### config.mk
export PLATFORM = sky130hd
export DESIGN_NAME = adc_channel_scan_averager_unit
export DESIGN_NICKNAME = d
export VERILOG_FILES = /design/src/acsa_pkg.sv /design/src/acsa_sequencer.sv /design/src/adc_channel_scan_averager_unit.sv
export SDC_FILE = /design/constraint.sdc
export NUM_CORES = 1
export LEC_CHECK = 0
export ABC_AREA = 1
export BUFFER_PORTS_ARGS = -buffer_cell sky130_fd_sc_hd__buf_2
export CAP_MARGIN = 10
export CORE_MARGIN = 2
export CORE_UTILIZATION = 60
export DETAILED_ROUTE_END_ITERATION = 10
export PLACE_DENSITY = 0.86
export SLEW_MARGIN = 20
export SYNTH_ARGS = -nofsm -noshare
export SYNTH_HDL_FRONTEND = slang
export SYNTH_SLANG_ARGS = --single-unit
### constraint.sdc
create_clock -name clk -period 5.7 [get_ports clk]
set_clock_uncertainty 0.2 [all_clocks]
set_input_delay 1.14 -clock clk [delete_from_list [all_inputs] [get_ports clk]]
set_output_delay 1.14 -clock clk [all_outputs]
set_load 0.05 [all_outputs]
### src/acsa_pkg.sv
// Package for the ADC channel scan averager.
// Holds the fixed field widths, the bandgap mux code and the sequencer status type.
// Depends on nothing; imported by acsa_sequencer and adc_channel_scan_averager_unit.
package acsa_pkg;

    localparam int CHAN_BITS = 4;
    localparam int MUX_BITS = 4;
    localparam int AVG_BITS = 10;

    localparam logic [MUX_BITS-1:0] BANDGAP_MUX = 4'hE;

    typedef struct packed {
        logic                 settle;
        logic                 done;
        logic [CHAN_BITS-1:0] channel;
        logic [CHAN_BITS-1:0] channel_next;
    } seq_t;

endpackage

### src/acsa_sequencer.sv
// Channel and sample sequencer of the ADC channel scan averager.
// Tracks the scanned channel and the position in its settle-and-sum sequence.
// Depends on acsa_pkg.
module acsa_sequencer #(
    parameter int NUM_CHANNELS = 9,
    parameter int SAMPLES_AVERAGED = 16
) (
    input  logic         clk,
    input  logic         rst_n,
    input  logic         advance,
    output acsa_pkg::seq_t seq
);
    import acsa_pkg::*;

    localparam int CNT_BITS = $clog2(SAMPLES_AVERAGED + 1);
    localparam logic [CNT_BITS-1:0] CNT_LAST = CNT_BITS'(SAMPLES_AVERAGED);
    localparam logic [CHAN_BITS-1:0] CHAN_LAST = CHAN_BITS'(NUM_CHANNELS - 1);

    logic [CNT_BITS-1:0]  count_reg;
    logic [CNT_BITS-1:0]  count_next;
    logic [CHAN_BITS-1:0] channel_reg;
    logic [CHAN_BITS-1:0] channel_next;

    always_comb
    begin
        seq.settle = (count_reg == '0);
        seq.done = (count_reg == CNT_LAST);
        seq.channel = channel_reg;
        count_next = count_reg;
        channel_next = channel_reg;
        if (advance)
        begin
            if (seq.done)
            begin
                count_next = '0;
                channel_next = (channel_reg == CHAN_LAST) ? '0 : channel_reg + 1'b1;
            end
            else
            begin
                count_next = count_reg + 1'b1;
            end
        end
        seq.channel_next = channel_next;
    end

    always_ff @(posedge clk or negedge rst_n)
    begin
        if (!rst_n)
        begin
            count_reg <= '0;
            channel_reg <= '0;
        end
        else
        begin
            count_reg <= count_next;
            channel_reg <= channel_next;
        end
    end

    a_count_range: assert property (@(posedge clk) disable iff (!rst_n)
        count_reg <= CNT_LAST)
        else $error("sample count beyond its last position");

    a_channel_range: assert property (@(posedge clk) disable iff (!rst_n)
        channel_reg <= CHAN_LAST)
        else $error("channel index out of range");

    a_wrap_on_done: assert property (@(posedge clk) disable iff (!rst_n)
        (advance && seq.done) |=> (count_reg == '0))
        else $error("sequence did not restart after a finished average");

endmodule

### src/adc_channel_scan_averager_unit.sv
// Top level of the ADC channel scan averager: sequencer, accumulator and result register.
// Every accepted sample yields one result; a result carries an average when a channel completes.
// Depends on acsa_pkg and acsa_sequencer.
//
// The block scans NUM_CHANNELS converter channels in turn; the last one is the bandgap reference
// on mux code 14, the others use their own index. After each channel switch the first sample is
// dropped and the next SAMPLES_AVERAGED samples are summed, then the truncated average is
// reported and the scan moves on. The accumulate, the constant reciprocal multiply for the
// average and the channel step sit between the state registers and one output register, so a
// new sample is accepted every cycle while the output is not stalled. The result of a sample
// appears on the output in the cycle after it is accepted, together with the mux code to use
// for the next conversion.
module adc_channel_scan_averager_unit #(
    parameter int NUM_CHANNELS = 9,
    parameter int SAMPLES_AVERAGED = 16,
    parameter int SAMPLE_BITS = 10
) (
    input  logic                           clk,
    input  logic                           rst_n,
    input  logic                           in_valid,
    output logic                           in_stall,
    input  logic [SAMPLE_BITS-1:0]         sample,
    output logic                           out_valid,
    input  logic                           out_stall,
    output logic [acsa_pkg::MUX_BITS-1:0]  mux_code,
    output logic                           result_valid,
    output logic [acsa_pkg::CHAN_BITS-1:0] result_channel,
    output logic [acsa_pkg::AVG_BITS-1:0]  result_average
);
    import acsa_pkg::*;

    localparam int SUM_BITS = SAMPLE_BITS + $clog2(SAMPLES_AVERAGED);
    localparam int RECIP_SHIFT = SUM_BITS + $clog2(SAMPLES_AVERAGED);
    localparam int RECIP_BITS = SUM_BITS + 1;
    localparam int PROD_BITS = SUM_BITS + RECIP_BITS;
    localparam logic [63:0] RECIP_FULL =
        ((64'd1 << RECIP_SHIFT) + 64'(SAMPLES_AVERAGED) - 64'd1) / 64'(SAMPLES_AVERAGED);
    localparam logic [RECIP_BITS-1:0] RECIP = RECIP_FULL[RECIP_BITS-1:0];
    localparam logic [CHAN_BITS-1:0] CHAN_LAST = CHAN_BITS'(NUM_CHANNELS - 1);

    logic                 accept;
    seq_t                 seq;
    logic [SUM_BITS-1:0]  sum_reg;
    logic [SUM_BITS-1:0]  sum_next;
    logic [SUM_BITS-1:0]  sum_plus;
    logic [PROD_BITS-1:0] product;
    logic [PROD_BITS-1:0] quotient;
    logic [MUX_BITS-1:0]  mux_next;

    logic                 out_valid_reg;
    logic [MUX_BITS-1:0]  mux_code_reg;
    logic                 result_valid_reg;
    logic [CHAN_BITS-1:0] result_channel_reg;
    logic [AVG_BITS-1:0]  result_average_reg;

    assign in_stall = out_valid_reg && out_stall;
    assign accept = in_valid && !in_stall;

    acsa_sequencer #(
        .NUM_CHANNELS(NUM_CHANNELS),
        .SAMPLES_AVERAGED(SAMPLES_AVERAGED)
    ) u_sequencer (
        .clk(clk),
        .rst_n(rst_n),
        .advance(accept),
        .seq(seq)
    );

    always_comb
    begin
        sum_plus = sum_reg + SUM_BITS'(sample);
        product = PROD_BITS'(sum_plus) * PROD_BITS'(RECIP);
        quotient = product >> RECIP_SHIFT;
        mux_next = (seq.channel_next == CHAN_LAST) ? BANDGAP_MUX : MUX_BITS'(seq.channel_next);
        sum_next = sum_reg;
        if (accept)
        begin
            sum_next = seq.settle ? '0 : sum_plus;
        end
    end

    always_ff @(posedge clk or negedge rst_n)
    begin
        if (!rst_n)
        begin
            sum_reg <= '0;
            out_valid_reg <= 1'b0;
        end
        else
        begin
            sum_reg <= sum_next;
            if (accept)
            begin
                out_valid_reg <= 1'b1;
            end
            else if (!out_stall)
            begin
                out_valid_reg <= 1'b0;
            end
        end
    end

    always_ff @(posedge clk)
    begin
        if (accept)
        begin
            mux_code_reg <= mux_next;
            result_valid_reg <= seq.done;
            result_channel_reg <= seq.done ? seq.channel : '0;
            result_average_reg <= seq.done ? quotient[AVG_BITS-1:0] : '0;
        end
    end

    assign out_valid = out_valid_reg;
    assign mux_code = mux_code_reg;
    assign result_valid = result_valid_reg;
    assign result_channel = result_channel_reg;
    assign result_average = result_average_reg;

    a_stall_only_when_full: assert property (@(posedge clk) disable iff (!rst_n)
        in_stall |-> out_valid_reg)
        else $error("input stalled with an empty output register");

    a_idle_result_zero: assert property (@(posedge clk) disable iff (!rst_n)
        (out_valid_reg && !result_valid_reg) |->
            (result_channel_reg == '0 && result_average_reg == '0))
        else $error("result fields not cleared on a request without an average");

    a_done_reported: assert property (@(posedge clk) disable iff (!rst_n)
        (accept && seq.done) |=> (out_valid_reg && result_valid_reg))
        else $error("finished average not reported");

    a_settle_clears_sum: assert property (@(posedge clk) disable iff (!rst_n)
        (accept && seq.settle) |=> (sum_reg == '0))
        else $error("running sum not cleared on the settling sample");

endmodule
======== Word level (Yosys, flattened, before mapping) ========
Cells that the tools add are included.
cells by class
  $add $sub $neg .......................... 3
  equality and inequality tests ........... 4
  multiplexer cells ....................... 7
  reductions and logical operators ........ 4
operator list
  operator                                        count
  adder 14 x 10 -> 14 bit                         1
  2-to-1 mux 14 bit                               1
  2-to-1 mux 4 bit                                3
  equality test 4 bit (second input constant)     2
  adder 5 x 1 -> 5 bit (second input constant)    1
  equality test 5 bit (second input constant)     1
  zero test 5 bit                                 1
  2-to-1 mux 5 bit                                1
  adder 4 x 1 -> 4 bit (second input constant)    1
  logical AND 1 bit                               2
  2-to-1 mux 1 bit                                2
  != test 2 x 1 -> 1 bit (second input constant)  1
  zero test 1 bit                                 1
storage, ports and cells
  register bits ........................... 43
  input port bits ......................... 14
  output and inout port bits .............. 21
  logic and storage cells ................. 26

======== Longest topological paths before layout ========
  depth after elaboration ................. 5
  mapped depth ............................ 10
  mapped depth without buffers ............ 10

======== By module ========
From an unflattened synthesis, not the netlist that was laid out.
second synthesis, totals
  cells, all modules ...................... 299
  area total of the unflattened synthesis .. 2491.1 um^2
modules (own cells, without submodules)
  module                          times used  cells an instance  area an instance (um^2)  seq. area each (um^2)
  adc_channel_scan_averager_unit  1           242                1965.6                   945.9
  acsa_sequencer                  1           57                 525.5                    225.2

======== Least setup slack after synthesis ========
OpenSTA, ideal clock, no wires.
  path type ............................... in2out
  start ................................... input port out_stall
  end ..................................... output port in_stall
  arrival time ............................ 1.546 ns
  required time ........................... 4.360 ns
  slack ................................... 2.814 ns
  cell stages on the path ................. 2
  path buffers ............................ 0
  cells stage by stage .................... nand2_1 inv_1
on the way
  longest elaborated chain between the ends .. 1
ends and longest elaborated chain
  element             line                                  RTL
  start: declaration  adc_channel_scan_averager_unit.sv:24  input logic out_stall,
  logical AND 1 bit   adc_channel_scan_averager_unit.sv:56  assign in_stall = out_valid_reg && out_stall;
  end: declaration    adc_channel_scan_averager_unit.sv:21  output logic in_stall,
Every way passes these cells.

======== Worst setup path in the final report ========
  start ................................... input port out_stall
  end ..................................... register sum_reg[11]
on the way
  longest elaborated chain between the ends .. 3
ends and longest elaborated chain
  element                 line                                  RTL
  logical AND 1 bit       adc_channel_scan_averager_unit.sv:56
  zero test 1 bit         adc_channel_scan_averager_unit.sv:57  assign accept = in_valid && !in_stall;
  logical AND 1 bit       adc_channel_scan_averager_unit.sv:57
  named net accept        adc_channel_scan_averager_unit.sv:41  logic accept;
  end signal: assignment  adc_channel_scan_averager_unit.sv:91  sum_reg <= sum_next;
  end: declaration        adc_channel_scan_averager_unit.sv:43  logic [SUM_BITS-1:0] sum_reg;
The timed path passes the listed nets, and every way through them passes these cells.
A chain may end at the register's enable or synchronous reset.

==> qor.tcl <==
set qor(outcome) {finished clean}
set qor(cellLeakagePower_uw) 0.001424
set qor(clock_power_share_pct) 14.5
set qor(power_per_cell_area_nw_per_um2) 482.6
set qor(grt_antenna_before_repair) 0
set qor(required_ps) 5730
set qor(clk_transition_reported_paths_ps) 90
set qor(finalCritPeriodShare_pct) 56.09
set qor(crit_start) {out_stall}
set qor(htree_levels) 2
set qor(timing.rr.start) {out_valid}
set qor(timing.reg2reg.worst_path_depth) 7
set qor(fp.dieArea_sq_um) 4595
set qor(power.switching_uw) 595.2
set qor(comb_power_share_pct) 47.8
set qor(yosysWarningCount) 0
set qor(cts_tree) {yes}
set qor(timing_worst_slew_pin_value_ps) 798.6
set qor(grtUsageMet1_pct) 31.38
set qor(min_period_ps) 3197
set qor(syn-num-nets) 327
set qor(post_synth_instance_area_sq_um) 2441
set qor(pre_cts_ws_ps) 2194
set qor(synth_seq_area_share_pct) 47.98
set qor(synth_most_common_cell) {nand2_1}
set qor(cts_buffers) 5
set qor(timing.slew.headroom_pct) 46.63
set qor(crit-reg2reg-capture) {sum_reg[11]}
set qor(share_seq_of_total_power_pct) 37.8
set qor(worst_hold_path.endpoint) {sum_reg[3]}
set qor(cp_data_arrival_time_ps) 3230
set qor(detailedPlacementHpwl_microns) 3709
set qor(grt_max_degree) 29
set qor(critPathKind) {in2reg}
set qor(cap_viol_max_count) 0
set qor(timing.hold.ws_ps) 297.1
set qor(maxClockFrequency_mhz) 312.8
set qor(largest_register_ff_count) 14
set qor(worstSkewPairLatency_ps) 300
set qor(use_met3_pct) 5.500
set qor(timing_hold_violations_final) 0
set qor(hold_path_depth) 2
set qor(drt-wirelength-per-cell_microns) 13.02
set qor(post-synth-top-area-cell) {dfrtp_1}
set qor(netlist_instances) 298
set qor(drt-vias-per-instance) 5.308
set qor(route.antenna.remaining_nets) 0
set qor(setup.reg_to_reg.worst_slack_ps) 3060
set qor(clk_path_buf_depth) 2
set qor(timing.critical_path.to_type) {flop}
set qor(post_cts.resized_instances) 0
set qor(worstPathMaxFanout) 28
set qor(grt_pass1_vias) 1977
set qor(root_buffer) {clkbuf_8}
set qor(hold_path_startpoint) {sum_reg[3]}
set qor(fin_tns_setup_ps) 0
set qor(placement.io_buffers) 34
set qor(grt_util_all_layers_pct) 24.96
set qor(final.setup.worst_slack_ps) 2503
set qor(initial_cell_density_of_the_core_pct) 61.47
set qor(fill_cell_instance_count_of_the_final_layout) 317
set qor(area.growth.synth_to_final_pct) 11.99
set qor(num_rows) 23
set qor(ys_top_cells_by_count) {nand2_1, inv_1, nor2_1, dfrtp_1, nand3_1}
set qor(layer_with_the_highest_usage) {met2}
set qor(drt_drc_violations_left) 0
set qor(maxSlewViolCount) 0
set qor(chipHeight_microns) 67.79
set qor(final_cell_count_no_fill) 386
set qor(die_x_microns) 67.79
set qor(design_power_total_uw) 1319
set qor(drt-initial-drc-count) 206
set qor(gp_congestion) 0.8900
set qor(synthArstFlopShare_pct) 55.81
set qor(rsz_0062_raised_after_global_routing) {no}
set qor(fp.coreArea_sq_um) 3971
set qor(synth.avg_cell_area_sq_um) 8.192
set qor(post_cts.repair.setup_buffers) 0
set qor(drt_pre_antenna_iters) 6
set qor(grt_pass1_wl_microns) 8493
set qor(synth_unique_cells) 28
set qor(vias) 2049
set qor(num_io_pins) 35
set qor(post_synth_main_area_contributors) {dfrtp_1, edfxtp_1, nand2_1}
set qor(finalSetupViolations) 0
set qor(antenna_cells) 0
set qor(count_of_flip_flops_with_a_built_in_enable_after_synthesis) 19
set qor(globalRouteOverflowTotal) 0
set qor(synth_seq_cells) 43
set qor(placed_instances) 378
set qor(startpoint_type_of_the_worst_setup_path) {primary input}
set qor(internal-power_uw) 724.2
set qor(ys.flop_type) {dfrtp_1}
set qor(cts-hold-fix-buffers) 0
set qor(peakVddDrop_v) 0.0002320
set qor(numClockSinks) 43
set qor(p_sw_share_pct) 45.11
set qor(design.final.nets) 364
set qor(synthDominantCellAreaShare_pct) 24.60
set qor(met2_usage_pct) 43.01
set qor(routed_wl_microns) 5027
set qor(hold_class) {reg2reg}
set qor(final_layout_size_suffix_gt1_share_pct) 14.58
cell usage in the layout, fill, tap and decap left out, drive strengths merged:
master / n
clkbuf: 6
ha: 14
o21bai: 1
clkinvlp: 1
nand3: 25
or2: 1
a22o: 2
inv: 45
nand4: 4
clkinv: 1
o22ai: 1
nor3: 1
edfxtp: 19
nor2: 29
nand2: 97
buf: 34
a21oi: 9
fa: 1
a21boi: 1
nand3b: 1
xnor2: 7
o21ai: 12
dfrtp: 24
worst max-delay path by stage:
stage,end,slack [ps],cells past startpoint
floorplan,in_stall,2810,2
global placement,sum_reg[9],2320,8
detailed placement,sum_reg[11],2190,8
CTS,sum_reg[11],2510,8
global route,sum_reg[12],2250,8
finish,sum_reg[11],2500,8
stage by stage:
stage	instance area [sq um]	util, %
2_1_floorplan	2441	-
3_3_place_gp	2649	66.70
3_5_place_dp	2649	66.70
4_1_cts	2734	68.84
5_1_grt	2734	68.84
6_report	2734	68.84
cell families (layout without fill, tap and decap cells):
family                     Yosys count  after routing  synth area share, %
DFF                                 43             43                47.98
buffers and inverters               49             87                7.944
and+or+nand+nor                    158            158                27.52
AOI/OAI and AO/OA                   26             26                6.048
adders and majority gates           15             15                7.996
xor gates and xnor gates             7              7                2.512
power by group through the flow:
stage	registers (uW)	logic [uW]	clock network, uW
floorplan	549	432	0
global placement	495	601	0
detailed placement	499	627	0
CTS	496	628	191
global route	510	711	201
finish	498	630	191
final cells by class:
class	instances	area [sq um]	area share (%)
Timing Repair Buffer	34	170.2	6.224
Multi-Input combinational cell	206	1076	39.36
Clock inverter	2	12.51	0.4577
Sequential cell	43	1171	42.84
Tap cell	50	62.56	2.288
Clock buffer	6	72.57	2.654
Inverter	45	168.9	6.178
metal layers:
layer | vias up | routed length [microns]
met5 | - | 0
met4 | 0 | 78
met3 | 7 | 265
met2 | 67 | 2399
met1 | 947 | 2283
li1 | 1028 | -
worst max-delay path, stage by stage:
cell,delay (ps)
buf_2,100
nand2_1,90
nand2_1,470
inv_2,640
nand2_1,330
inv_1,260
nand3_1,120
nand2_1,70
Note: power is estimated with default switching activity, not from simulation.
